==> src/sv/cwss_pkg.sv <==
// Shared types and constants for the corridor width smooth and seal block.
package cwss_pkg;

    localparam int unsigned DEF_MAX_SAMPLES   = 64;
    localparam int unsigned DEF_SMOOTH_PASSES = 2;

    localparam int unsigned WIDTH_W = 16;
    localparam int unsigned LAYER_W = 4;
    localparam int unsigned PAIR_W  = 2 * WIDTH_W;
    localparam int unsigned CFG_W   = 4;

    localparam logic CFG_SEAL_LENGTH  = 1'b0;
    localparam logic CFG_GROUND_LAYER = 1'b1;

    localparam logic [CFG_W-1:0] SEAL_RESET   = 4'd3;
    localparam logic [CFG_W-1:0] GROUND_RESET = 4'd1;

    typedef enum logic [2:0] {
        ST_LOAD,
        ST_SMOOTH,
        ST_FWD,
        ST_BWD,
        ST_EMIT
    } t_state;

    typedef logic [PAIR_W-1:0] t_pair;

endpackage

==> src/sv/cwss_mem.sv <==
// Profile memory: width pairs and layer ids, one write and one registered read port.
module cwss_mem #(
    parameter int unsigned MAX_SAMPLES = cwss_pkg::DEF_MAX_SAMPLES
) (
    input  logic                                i_clk,
    input  logic                                i_we,
    input  logic                                i_layer_we,
    input  logic [$clog2(MAX_SAMPLES)-1:0]      i_waddr,
    input  cwss_pkg::t_pair                     i_wdata,
    input  logic [cwss_pkg::LAYER_W-1:0]        i_wlayer,
    input  logic                                i_re,
    input  logic [$clog2(MAX_SAMPLES)-1:0]      i_raddr,
    output cwss_pkg::t_pair                     o_rdata,
    output logic [cwss_pkg::LAYER_W-1:0]        o_rlayer
);
    import cwss_pkg::*;

    t_pair              r_pair_mem  [MAX_SAMPLES];
    logic [LAYER_W-1:0] r_layer_mem [MAX_SAMPLES];
    t_pair              r_rdata;
    logic [LAYER_W-1:0] r_rlayer;

    always_ff @(posedge i_clk) begin
        if (i_we) begin
            r_pair_mem[i_waddr] <= i_wdata;
        end
        if (i_layer_we) begin
            r_layer_mem[i_waddr] <= i_wlayer;
        end
        if (i_re) begin
            r_rdata  <= r_pair_mem[i_raddr];
            r_rlayer <= r_layer_mem[i_raddr];
        end
    end

    assign o_rdata  = r_rdata;
    assign o_rlayer = r_rlayer;

endmodule

==> src/sv/corridor_width_smooth_seal.sv <==
// Top level: profile loader, in-memory smoothing and sealing walks, result emitter.
//
//  channel   dir  handshake                      payload
//  s_axis    in   s_axis_tvalid/s_axis_tready    tdata: left, right, layer; tlast: last sample
//  m_axis    out  m_axis_tvalid/m_axis_tready    tdata: left, right; tuser: too_short; tlast
//  cfg       in   i_cfg_valid/o_cfg_ready        index, 4-bit data
//
//  Samples load at one per cycle unless a too-short result waits. On the last
//  sample, if there are two or more, each smoothing pass and each sealing sweep
//  walks the memory read port; the emitter reads one result at a time. Input is
//  held off from the last sample until the final result is taken. Synchronous
//  active-low reset empties the profile and restores the register defaults.
module corridor_width_smooth_seal #(
    parameter int unsigned MAX_SAMPLES   = cwss_pkg::DEF_MAX_SAMPLES,
    parameter int unsigned SMOOTH_PASSES = cwss_pkg::DEF_SMOOTH_PASSES
) (
    input  logic                          i_clk,
    input  logic                          i_rst_n,
    input  logic                          s_axis_tvalid,
    output logic                          s_axis_tready,
    input  logic [39:0]                   s_axis_tdata,  // left[15:0], right[31:16], layer[35:32]
    input  logic                          s_axis_tlast,
    output logic                          m_axis_tvalid,
    input  logic                          m_axis_tready,
    output logic [31:0]                   m_axis_tdata,  // left_out[15:0], right_out[31:16]
    output logic                          m_axis_tuser,  // too_short[0]
    output logic                          m_axis_tlast,
    input  logic                          i_cfg_valid,
    output logic                          o_cfg_ready,
    input  logic                          i_cfg_index,
    input  logic [cwss_pkg::CFG_W-1:0]    i_cfg_data
);
    import cwss_pkg::*;

    localparam int unsigned AW = $clog2(MAX_SAMPLES);
    localparam int unsigned CW = $clog2(MAX_SAMPLES + 1);
    localparam int unsigned PW = $clog2(SMOOTH_PASSES) + 1;
    localparam logic [CW-1:0] MAX_CNT = CW'(MAX_SAMPLES);
    localparam logic [PW-1:0] LAST_PASS = PW'(SMOOTH_PASSES - 1);

    t_state r_state, n_state;

    logic [CFG_W-1:0]   r_seal, r_ground;
    logic [CW-1:0]      r_count, n_count;
    logic [CW-1:0]      r_n, n_n;
    logic [CW-1:0]      r_idx, n_idx;
    logic [PW-1:0]      r_pass, n_pass;
    logic               r_rd_vld, n_rd_vld;
    logic [AW-1:0]      r_rd_addr, n_rd_addr;
    logic               r_flush, n_flush;
    t_pair              r_p, n_p, r_c, n_c;
    logic [LAYER_W-1:0] r_pl, n_pl, r_cl, n_cl;
    logic               r_prev_deck, n_prev_deck;
    logic [CFG_W-1:0]   r_hold_cnt, n_hold_cnt;
    t_pair              r_hold, n_hold;
    logic               r_ov, n_ov;
    t_pair              r_od, n_od;
    logic               r_ouser, n_ouser, r_olast, n_olast;

    logic               in_fire, out_fire;
    logic               mem_we, mem_layer_we, mem_re;
    logic [AW-1:0]      mem_waddr, mem_raddr;
    t_pair              mem_wdata, rd_data;
    logic [LAYER_W-1:0] rd_layer;
    logic               issue_done, walk_done;
    logic [CW-1:0]      count_inc;
    t_pair              sm_p, sm_q, sm_out;
    logic               deck;
    logic [CFG_W-1:0]   eff_cnt;

    assign in_fire       = s_axis_tvalid & s_axis_tready;
    assign out_fire      = r_ov & m_axis_tready;
    assign s_axis_tready = (r_state == ST_LOAD) & ~r_ov;
    assign o_cfg_ready   = 1'b1;
    assign m_axis_tvalid = r_ov;
    assign m_axis_tdata  = r_od;
    assign m_axis_tuser  = r_ouser;
    assign m_axis_tlast  = r_olast;

    assign issue_done = (r_idx == r_n);
    assign walk_done  = (r_state == ST_SMOOTH) ? r_flush : (issue_done & ~r_rd_vld);
    assign count_inc  = (r_count < MAX_CNT) ? r_count + CW'(1) : r_count;
    assign deck       = rd_layer > r_ground;
    assign eff_cnt    = r_prev_deck ? r_seal : r_hold_cnt;

    function automatic t_pair tap3(t_pair a, t_pair c, t_pair b);
        logic [WIDTH_W+1:0] sl, sr;
        sl = {2'b0, a[WIDTH_W-1:0]} + {1'b0, c[WIDTH_W-1:0], 1'b0} + {2'b0, b[WIDTH_W-1:0]};
        sr = {2'b0, a[PAIR_W-1:WIDTH_W]} + {1'b0, c[PAIR_W-1:WIDTH_W], 1'b0}
           + {2'b0, b[PAIR_W-1:WIDTH_W]};
        return {sr[WIDTH_W+1:2], sl[WIDTH_W+1:2]};
    endfunction

    function automatic t_pair pair_min(t_pair a, t_pair b);
        logic [WIDTH_W-1:0] l, r;
        l = (a[WIDTH_W-1:0] > b[WIDTH_W-1:0]) ? b[WIDTH_W-1:0] : a[WIDTH_W-1:0];
        r = (a[PAIR_W-1:WIDTH_W] > b[PAIR_W-1:WIDTH_W]) ?
            b[PAIR_W-1:WIDTH_W] : a[PAIR_W-1:WIDTH_W];
        return {r, l};
    endfunction

    always_comb begin
        if (r_flush) begin
            sm_p = (r_pl == r_cl) ? r_p : r_c;
            sm_q = r_c;
        end else begin
            sm_p = (r_pl == r_cl) ? r_p : r_c;
            sm_q = (rd_layer == r_cl) ? rd_data : r_c;
        end
        sm_out = tap3(sm_p, r_c, sm_q);
    end

    always_comb begin
        n_state = r_state;
        unique case (r_state)
            ST_LOAD: begin
                if (in_fire && s_axis_tlast && count_inc >= CW'(2)) begin
                    n_state = ST_SMOOTH;
                end
            end
            ST_SMOOTH: begin
                if (walk_done && r_pass == LAST_PASS) begin
                    n_state = ST_FWD;
                end
            end
            ST_FWD: begin
                if (walk_done) begin
                    n_state = ST_BWD;
                end
            end
            ST_BWD: begin
                if (walk_done) begin
                    n_state = ST_EMIT;
                end
            end
            ST_EMIT: begin
                if (walk_done) begin
                    n_state = ST_LOAD;
                end
            end
            default: n_state = ST_LOAD;
        endcase
    end

    always_comb begin
        n_count     = r_count;
        n_n         = r_n;
        n_idx       = r_idx;
        n_pass      = r_pass;
        n_rd_vld    = 1'b0;
        n_rd_addr   = r_rd_addr;
        n_flush     = 1'b0;
        n_p         = r_p;
        n_c         = r_c;
        n_pl        = r_pl;
        n_cl        = r_cl;
        n_prev_deck = r_prev_deck;
        n_hold_cnt  = r_hold_cnt;
        n_hold      = r_hold;
        n_ov        = out_fire ? 1'b0 : r_ov;
        n_od        = r_od;
        n_ouser     = r_ouser;
        n_olast     = r_olast;
        mem_we       = 1'b0;
        mem_layer_we = 1'b0;
        mem_waddr    = r_count[AW-1:0];
        mem_wdata    = s_axis_tdata[PAIR_W-1:0];
        mem_re       = 1'b0;
        mem_raddr    = r_idx[AW-1:0];

        unique case (r_state)
            ST_LOAD: begin
                if (in_fire) begin
                    if (r_count < MAX_CNT) begin
                        mem_we       = 1'b1;
                        mem_layer_we = 1'b1;
                    end
                    n_count = count_inc;
                    if (s_axis_tlast) begin
                        n_count = '0;
                        n_n     = count_inc;
                        n_idx   = '0;
                        n_pass  = '0;
                        if (count_inc < CW'(2)) begin
                            n_ov    = 1'b1;
                            n_od    = '0;
                            n_ouser = 1'b1;
                            n_olast = 1'b1;
                        end
                    end
                end
            end
            ST_SMOOTH: begin
                if (!issue_done) begin
                    mem_re = 1'b1;
                    n_idx  = r_idx + CW'(1);
                end
                n_rd_vld  = ~issue_done;
                n_rd_addr = r_idx[AW-1:0];
                if (r_rd_vld) begin
                    if (r_rd_addr == '0) begin
                        n_p  = rd_data;
                        n_pl = rd_layer;
                    end else begin
                        mem_we    = 1'b1;
                        mem_waddr = r_rd_addr - AW'(1);
                        mem_wdata = sm_out;
                        n_p       = r_c;
                        n_pl      = r_cl;
                    end
                    n_c     = rd_data;
                    n_cl    = rd_layer;
                    n_flush = (r_rd_addr == AW'(r_n - CW'(1)));
                end
                if (r_flush) begin
                    mem_we    = 1'b1;
                    mem_waddr = AW'(r_n - CW'(1));
                    mem_wdata = sm_out;
                    n_idx     = '0;
                    n_pass    = r_pass + PW'(1);
                    n_prev_deck = 1'b0;
                    n_hold_cnt  = '0;
                end
            end
            ST_FWD, ST_BWD: begin
                if (!issue_done) begin
                    mem_re = 1'b1;
                    n_idx  = r_idx + CW'(1);
                end
                if (r_state == ST_BWD) begin
                    mem_raddr = AW'(r_n - CW'(1) - r_idx);
                end
                n_rd_vld  = ~issue_done;
                n_rd_addr = mem_raddr;
                if (r_rd_vld) begin
                    mem_waddr = r_rd_addr;
                    if (deck) begin
                        n_hold      = rd_data;
                        n_hold_cnt  = '0;
                        n_prev_deck = 1'b1;
                    end else begin
                        n_prev_deck = 1'b0;
                        if (eff_cnt != '0) begin
                            mem_we     = 1'b1;
                            mem_wdata  = pair_min(rd_data, r_hold);
                            n_hold_cnt = eff_cnt - CFG_W'(1);
                        end else begin
                            n_hold_cnt = '0;
                        end
                    end
                end
                if (walk_done) begin
                    n_idx       = '0;
                    n_prev_deck = 1'b0;
                    n_hold_cnt  = '0;
                end
            end
            ST_EMIT: begin
                if (!issue_done && !r_rd_vld && (!r_ov || out_fire)) begin
                    mem_re   = 1'b1;
                    n_idx    = r_idx + CW'(1);
                    n_rd_vld = 1'b1;
                end
                n_rd_addr = r_idx[AW-1:0];
                if (r_rd_vld) begin
                    n_ov    = 1'b1;
                    n_od    = rd_data;
                    n_ouser = 1'b0;
                    n_olast = (r_rd_addr == AW'(r_n - CW'(1)));
                end
            end
            default: begin
            end
        endcase
    end

    always_ff @(posedge i_clk) begin
        if (!i_rst_n) begin
            r_state     <= ST_LOAD;
            r_seal      <= SEAL_RESET;
            r_ground    <= GROUND_RESET;
            r_count     <= '0;
            r_n         <= '0;
            r_idx       <= '0;
            r_pass      <= '0;
            r_rd_vld    <= 1'b0;
            r_flush     <= 1'b0;
            r_prev_deck <= 1'b0;
            r_hold_cnt  <= '0;
            r_ov        <= 1'b0;
        end else begin
            r_state     <= n_state;
            r_count     <= n_count;
            r_n         <= n_n;
            r_idx       <= n_idx;
            r_pass      <= n_pass;
            r_rd_vld    <= n_rd_vld;
            r_flush     <= n_flush;
            r_prev_deck <= n_prev_deck;
            r_hold_cnt  <= n_hold_cnt;
            r_ov        <= n_ov;
            if (i_cfg_valid) begin
                unique case (i_cfg_index)
                    CFG_SEAL_LENGTH:  r_seal   <= i_cfg_data;
                    CFG_GROUND_LAYER: r_ground <= i_cfg_data;
                    default: begin
                    end
                endcase
            end
        end
    end

    always_ff @(posedge i_clk) begin
        r_rd_addr <= n_rd_addr;
        r_p       <= n_p;
        r_c       <= n_c;
        r_pl      <= n_pl;
        r_cl      <= n_cl;
        r_hold    <= n_hold;
        r_od      <= n_od;
        r_ouser   <= n_ouser;
        r_olast   <= n_olast;
    end

    cwss_mem #(
        .MAX_SAMPLES (MAX_SAMPLES)
    ) u_mem (
        .i_clk      (i_clk),
        .i_we       (mem_we),
        .i_layer_we (mem_layer_we),
        .i_waddr    (mem_waddr),
        .i_wdata    (mem_wdata),
        .i_wlayer   (s_axis_tdata[PAIR_W+LAYER_W-1:PAIR_W]),
        .i_re       (mem_re),
        .i_raddr    (mem_raddr),
        .o_rdata    (rd_data),
        .o_rlayer   (rd_layer)
    );

endmodule
==> config.mk <==
export PLATFORM = sky130hd
export DESIGN_NAME = corridor_width_smooth_seal
export DESIGN_NICKNAME = d
export VERILOG_FILES = /design/src/sv/cwss_pkg.sv /design/src/sv/cwss_mem.sv /design/src/sv/corridor_width_smooth_seal.sv
export SDC_FILE = /design/constraint.sdc
export NUM_CORES = 2
export LEC_CHECK = 0
export BUFFER_PORTS_ARGS = -buffer_cell sky130_fd_sc_hd__buf_2
export CAP_MARGIN = 20
export CORE_ASPECT_RATIO = 0.8
export CORE_MARGIN = 10
export CORE_UTILIZATION = 40
export CTS_CLUSTER_SIZE = 20
export DETAILED_ROUTE_END_ITERATION = 6
export PLACE_DENSITY_LB_ADDON = 0.15
export SETUP_SLACK_MARGIN = 0.4
export SLEW_MARGIN = 10
export SYNTH_ARGS = -nofsm -noshare
export SYNTH_HDL_FRONTEND = slang
export SYNTH_HIERARCHICAL = 1
export SYNTH_SLANG_ARGS = --single-unit
==> constraint.sdc <==
create_clock -name i_clk -period 9.9 [get_ports i_clk]
set_input_delay 0.99 -clock i_clk [delete_from_list [all_inputs] [get_ports i_clk]]
set_output_delay 0.99 -clock i_clk [all_outputs]
set_load 0.005 [all_outputs]
---- Word-level counts from Yosys, hierarchy flattened ----
Memories as Yosys holds them, arrays and structs flattened. A register that Yosys moved wholly into a read port is not among the register bits.
Index checks and enable logic that the tools add are counted.
word-level totals
  memories kept ........................... 2
  bits of input ports ..................... 51
  register bits after elaboration ......... 186
  memory bits (writable) .................. 2304
  output and inout bits ................... 37
operators by class
  add/subtract/negate cells ............... 11
  mux-type cells .......................... 90
  bitwise gates (word level) .............. 8
  reductions and logical operators ........ 32
  equality and inequality tests ........... 21
  magnitude comparators ................... 6
memories
  name               depth  width  read ports  clocked after Yosys merged registers in  write ports  RTL line        text
  u_mem.r_pair_mem   64     32     1           1                                        1            cwss_mem.sv:18  t_pair r_pair_mem [MAX_SAMPLES];
  u_mem.r_layer_mem  64     4      1           1                                        1            cwss_mem.sv:19  logic [LAYER_W-1:0] r_layer_mem [MAX_SAMPLES];
operators with widths
  kind                                                                 count
  32-bit two-way mux                                                   14
  32-bit one-hot mux with 2 select lines                               2
  7-bit two-way mux                                                    8
  16-bit by 17-bit adder with 18-bit output                            2
  18-bit by 16-bit adder with 18-bit output                            2
  6-bit two-way mux                                                    6
  16-bit greater-than comparator                                       2
  16-bit two-way mux                                                   2
  1-bit two-way mux                                                    30
  4-bit two-way mux                                                    7
  7-bit one-hot mux with 4 select lines                                1
  6-bit one-hot mux with 2 select lines                                2
  2-bit inequality test (second input constant)                        8
  3-bit two-way mux                                                    5
  3-bit one-hot mux with 5 select lines                                1
  7-bit by 1-bit adder with 7-bit output (second input constant)       2
  1-bit one-hot mux with 2 select lines                                6
  3-bit AND reduction                                                  4
  6-bit by 1-bit subtractor with 6-bit output (second input constant)  2
  5-bit AND reduction                                                  2
  4-bit == test                                                        2
  4-bit one-hot mux with 2 select lines                                1
  2-bit AND reduction                                                  4
  4-bit AND reduction                                                  2
  29 further kinds                                                     51

---- Depth between registers and ports, before layout ----
  depth in word-level cells ............... 8
  mapped depth ............................ 19
  depth with buffers taken out ............ 17

---- Modules after synthesis ----
The synthesis kept the hierarchy.
by module, submodules not included
  module                      area each (sq um)  times used  cells each
  cwss_mem                    88942.8            1           3812
  corridor_width_smooth_seal  12723.5            1           1308

---- Worst setup path after synthesis ----
OpenSTA, ideal clock, no wires.
  path type ............................... register -> register
  start ................................... register r_cl[2]
  end ..................................... memory u_mem/r_pair_mem[0][29] (netlist bit), data pin
  required time ........................... 9.199 ns
  cell stages (with the launch flop) ...... 20
  path buffers ............................ 2
  path slack .............................. 2.306 ns
  setup time .............................. 0.701 ns
  data arrival time ....................... 6.892 ns
  clock period less this slack ............ 7.594 ns
  cell sequence ........................... edfxtp_1 xnor2_1 and3_1 buf_2 nand2_1 clkbuf_1 mux2_2 fa_1 o221ai_1 nor2_1 fa_1 a21o_1 a21o_1 a21oi_1 a21oi_1 or2_1 a221oi_1 o21ai_0 xnor2_1 o21ai_0
on the way
  cells in the longest elaborated chain, start to end .. 8
  elaborated cells on any way between the ends .. 11
  those cells by class .................... add/sub: 2; eq/ne: 2; mux: 7
RTL lines
  item                                                                                    RTL line                                                                                                 text
  start, declared                                                                         corridor_width_smooth_seal.sv:52                                                                         logic [LAYER_W-1:0] r_pl, n_pl, r_cl, n_cl;
  start signal, assigned                                                                  corridor_width_smooth_seal.sv:318                                                                        r_cl <= n_cl;
  4-bit == test (on tied branches)                                                        corridor_width_smooth_seal.sv:104, corridor_width_smooth_seal.sv:107, corridor_width_smooth_seal.sv:108
  32-bit two-way mux (on tied branches)                                                   corridor_width_smooth_seal.sv:104, corridor_width_smooth_seal.sv:107, corridor_width_smooth_seal.sv:108
  16-bit by 17-bit adder with 18-bit output / 32-bit two-way mux (equally long branches)  corridor_width_smooth_seal.sv:89, corridor_width_smooth_seal.sv:103
  18-bit by 16-bit adder with 18-bit output (*)                                           corridor_width_smooth_seal.sv:90                                                                         + {2'b0, b[PAIR_W-1:WIDTH_W]};
  32-bit two-way mux                                                                      corridor_width_smooth_seal.sv:201                                                                        if (r_rd_addr == '0) begin
  32-bit two-way mux                                                                      corridor_width_smooth_seal.sv:200                                                                        if (r_rd_vld) begin
  32-bit two-way mux (*)                                                                  corridor_width_smooth_seal.sv:215                                                                        if (r_flush) begin
  32-bit one-hot mux with 2 select lines (*)                                              corridor_width_smooth_seal.sv:171                                                                        unique case (r_state)
  named net mem_wdata[29]                                                                 corridor_width_smooth_seal.sv:63                                                                         t_pair mem_wdata, rd_data;
  end, declared                                                                           cwss_mem.sv:18
The timed path passes the listed nets; every way through them passes the cells marked *.

---- Worst setup path after layout ----
  start ................................... register r_cl[0]
  end ..................................... memory u_mem/r_pair_mem[19][29] (netlist bit), data pin
Same word-level chain as after synthesis.

==> flow_summary_export.csv <==
group,metric,value,unit
global_routing,grt_max_degree,90,
sta,fin_skew,0.109,ns
route,routedWlPerCell,30.7,µm
critical_path,worstPathArrival,6.92,ns
die,coreArea,253000,µm²
critical_path,cp-end-kind,"flop",
synth,async_reset_ff_share,0,%
die,num_rows,165,
route,vias,51457,
clock_network,cts-buffers-inserted,243,
worst_hold_path,hold_path_class,"input pin to flop",
power_and_ir_drop,finalPower,21200,µW
synth,synth_top_area_cell,"edfxtp_1",
sta,fin_ws,3.55,ns
sta,maxSlewViolCount,0,
die,die_height,471,µm
sta,fmax,158,MHz
critical_path,crit_fanout,64,
power_and_ir_drop,ir_worst_vdd,0.152,mV
placement,place_ws,3.63,ns
power_and_ir_drop,clkPwrFrac,41.7,%
route,drc,0,
clock_network,hold_buffers,0,
route,wl,273000,µm
synth,synth_edf_count,2484,
status,status,"finished, final reports clean",
critical_path,regToRegEndpoint,"u_mem/r_pair_mem[19][29]",
global_routing,track_usage,19.4,%
placement,io_buffers,82,
worst_hold_path,worstHoldStart,"i_cfg_data[1]",
critical_path,required,10.47,ns
critical_path,regToRegStartpoint,"r_cl[0]",
synth,ys.flop_type,"edfxtp_1",
synth,syn_nets,5283,
synth,ys_seq_area_share,74.2,%
sta,worstMarginPinSlew,1.14,ns
die,ios,88,
critical_path,critPathKind,"flop to flop",
global_routing,grt_pass1_vias,51658,
global_routing,grt_antenna_before_repair,13,
cells_and_area,drive_gt1_share,24.2,%
power_and_ir_drop,swShare,20.7,%
cells_and_area,stdcell_area,115000,µm²
clock_network,postCtsSetupBuffers,0,
worst_hold_path,whs_endpoint,"r_seal[1]",
clock_network,clock-sinks,2526,
sta,maxSlewHeadroom,24.0,%
sta,fin_crit,6.35,ns
clock_network,cts-root-buf,"clkbuf_16",
synth,synth_top_area_share,73.4,%
sta,setup_viol,0,
synth,synth_cells,5120,
critical_path,r2r_slack,3.55,ns
die,die_w,584,µm
power_and_ir_drop,p_sw,4380,µW
synth,ys_warn_count,6,
synth,syn_avg_cell_area,19.9,µm²
synth,ys_top_cells_by_area,"edfxtp_1, mux4_2, mux2i_1",
route,via_per_inst,5.80,
placement,placed_cells,8443,
sta,final-hold-violation-count,0,
cells_and_area,stdcell_count,8879,
critical_path,critPathLaunchType,"flop",
placement,globalplace.congestion,0.803,
die,start_util,40.2,%
synth,synthesis.area,102000,µm²
global_routing,grt_pass1_wl,388000,µm
clock_network,cts_resized,0,
clock_network,clkLatencyLatePin,0.91,ns
cells_and_area,syn_to_final_growth,12.9,%
run,cap_viol_max_count,0,
worst_hold_path,hold_depth,3,
critical_path,worstRegToRegCells,19,
cells_and_area,nNetsFinal,5514,
die,dieArea,275000,µm²
global_routing,gr-total-overflow,0,
power_and_ir_drop,power_density,184,nW/µm²
clock_network,clkTransAtPathRegs,0.06,ns
placement,dpl_cell_area,107000,µm²
clock_network,clockBufferDepth,4,
route,drtPass1Iterations,6,
sta,setup_tns,0,ns
power_and_ir_drop,comb_power_share,2.5,%
sta,finalCritPeriodShare,64.1,%
power_and_ir_drop,power.internal,16800,µW
clock_network,cts_tree,"yes",
clock_network,ctsHtreeMaxLevel,4,
route,ant_nets,0,
power_and_ir_drop,seq_power_share,55.9,%
synth,yosys_register_bits,2526,
placement,dpl.hpwl,152000,µm
power_and_ir_drop,p_leak,0.0353,µW
route,drt_iter0_drc,5641,
sta,rsz0062_at_grt,"false",
synth,yosysUniqueCellTypes,80,
## metrics by stage
| stage | hold WS [ns] | util [%] |
|---|---|---|
| finish | 0.385 | 45.4 |
| global route | 0.346 | 45.4 |
| CTS | 0.310 | 45.4 |
| detailed placement | 0.450 | 42.5 |
| global placement | 0.452 | 42.5 |
| floorplan | 0.436 | - |
## flip-flops by register name, indices dropped and copies added, names as in the netlist, 6 cells and up
| name | flops |
|---|---|
| u_mem/o_rdata | 32 |
| u_mem/r_pair_mem | 2048 |
| r_rd_addr | 6 |
| m_axis_tdata | 32 |
| r_c | 32 |
| r_idx | 7 |
| u_mem/r_layer_mem | 256 |
| r_count | 7 |
| r_p | 32 |
| r_hold | 32 |
| r_n | 7 |
## final cells by class
class                           count  area (µm²)
Sequential cell                  2526       75400
Clock inverter                    131        1010
Multi-Input combinational cell   2179       25400
Clock buffer                      299        6330
Fill cell                       21323      138000
Timing Repair Buffer              254        1870
Antenna cell                        3        7.51
Tap cell                         3340        4180
Inverter                          147         552
## logic make-up (layout without fill, tap and decap cells)
| logic type | Yosys count | after routing | synth area share [%] |
|---|---|---|---|
| adder cells (fa/ha/maj) | 112 | 112 | 1.62 |
| buffers and inverters | 415 | 831 | 1.78 |
| flip-flops | 2526 | 2526 | 74.2 |
| other | 1 | 4 | 0.00369 |
| AO/OA/AOI/OAI | 552 | 552 | 3.52 |
| AND/OR/NAND/NOR | 640 | 640 | 2.85 |
| multiplexers | 813 | 813 | 15.5 |
| XOR/XNOR | 61 | 61 | 0.526 |
## power by group through the flow
stage	Clock (µW)	Sequential, µW	Combinational, µW
final	8820	11800	527
after global routing	9440	11800	576
after CTS	9020	11800	536
after detailed placement	0	12100	533
after global placement	0	12100	520
after floorplan	0	12100	269
## cells in the final DEF (no fill, tap or decap), drive strengths merged, types with 7 or more instances in the layout
cell type | Yosys | layout
or3 | 10 | 10
nand2b | 17 | 17
a311oi | 11 | 11
fa | 33 | 33
nand3b | 7 | 7
nor3 | 26 | 26
o22ai | 100 | 100
a21oi | 165 | 165
edfxtp | 2484 | 2484
clkinv | 1 | 108
o211ai | 12 | 12
bufinv | 0 | 14
xnor2 | 37 | 37
ha | 79 | 79
buf | 124 | 254
a21o | 25 | 25
clkbuf | 144 | 299
a22oi | 35 | 35
nand3 | 24 | 24
dfxtp | 42 | 42
inv | 146 | 149
nand4 | 17 | 17
o21ai | 86 | 86
nor2 | 317 | 317
clkinvlp | 0 | 7
nor2b | 34 | 34
o221ai | 42 | 42
a211oi | 7 | 7
a31o | 8 | 8
o21bai | 8 | 8
xor2 | 24 | 24
mux2 | 18 | 18
o21a | 11 | 11
mux2i | 187 | 187
and3 | 34 | 34
mux4 | 608 | 608
nand2 | 125 | 125
## critical path, cell delays in order (launching register included)
cell      delay (ns)
edfxtp_1        0.44
xnor2_1         0.24
and4_1          0.66
buf_4           0.42
nand2_1         0.08
o21ai_0         0.12
fa_1            0.46
o221ai_1        0.29
nor2_1          0.12
fa_1            0.43
a21o_1          0.20
a21o_1          0.19
a21oi_1         0.33
a21oi_1         0.12
or2_1           0.26
a221oi_1        0.46
o21ai_0         0.29
xnor2_1         0.22
o21ai_4         0.14
buf_4           0.52
## synth_stat cells (all sizes together) (12+ instances only)
cell and instances:
a21o 25, a21oi 165, a22oi 35, and3 34, buf 124, clkbuf 144
dfxtp 42, edfxtp 2484, fa 33, ha 79, inv 146, mux2 18
mux2i 187, mux4 608, nand2 125, nand2b 17, nand3 24, nand4 17
nor2 317, nor2b 34, nor3 26, o211ai 12, o21ai 86, o221ai 42
o22ai 100, xnor2 37, xor2 24
## metal layers
metal / global-route usage (%) / vias up / routed length, µm
li1: - / 21449 / -
met1: 29.4 / 27949 / 125000
met2: 29.3 / 1716 / 123000
met3: 3.20 / 339 / 18200
met4: 4.45 / 4 / 6560
met5: 0.227 / - / 101
## worst max-delay path by stage
stage / start / endpoint / slack (ns) / depth (start not counted)
6_report: r_cl[0] / u_mem/r_pair_mem[19][29] / 3.55 / 19
5_1_grt: r_cl[2] / u_mem/r_pair_mem[19][29] / 3.23 / 19
4_1_cts: r_cl[2] / u_mem/r_pair_mem[19][29] / 3.62 / 19
3_5_place_dp: r_cl[0] / u_mem/r_pair_mem[34][29] / 3.63 / 19
3_3_place_gp: r_cl[2] / u_mem/r_pair_mem[34][29] / 3.66 / 19
2_1_floorplan: r_cl[2] / u_mem/r_pair_mem[0][29] / 2.31 / 19
Power figures use the tool's default switching activity.
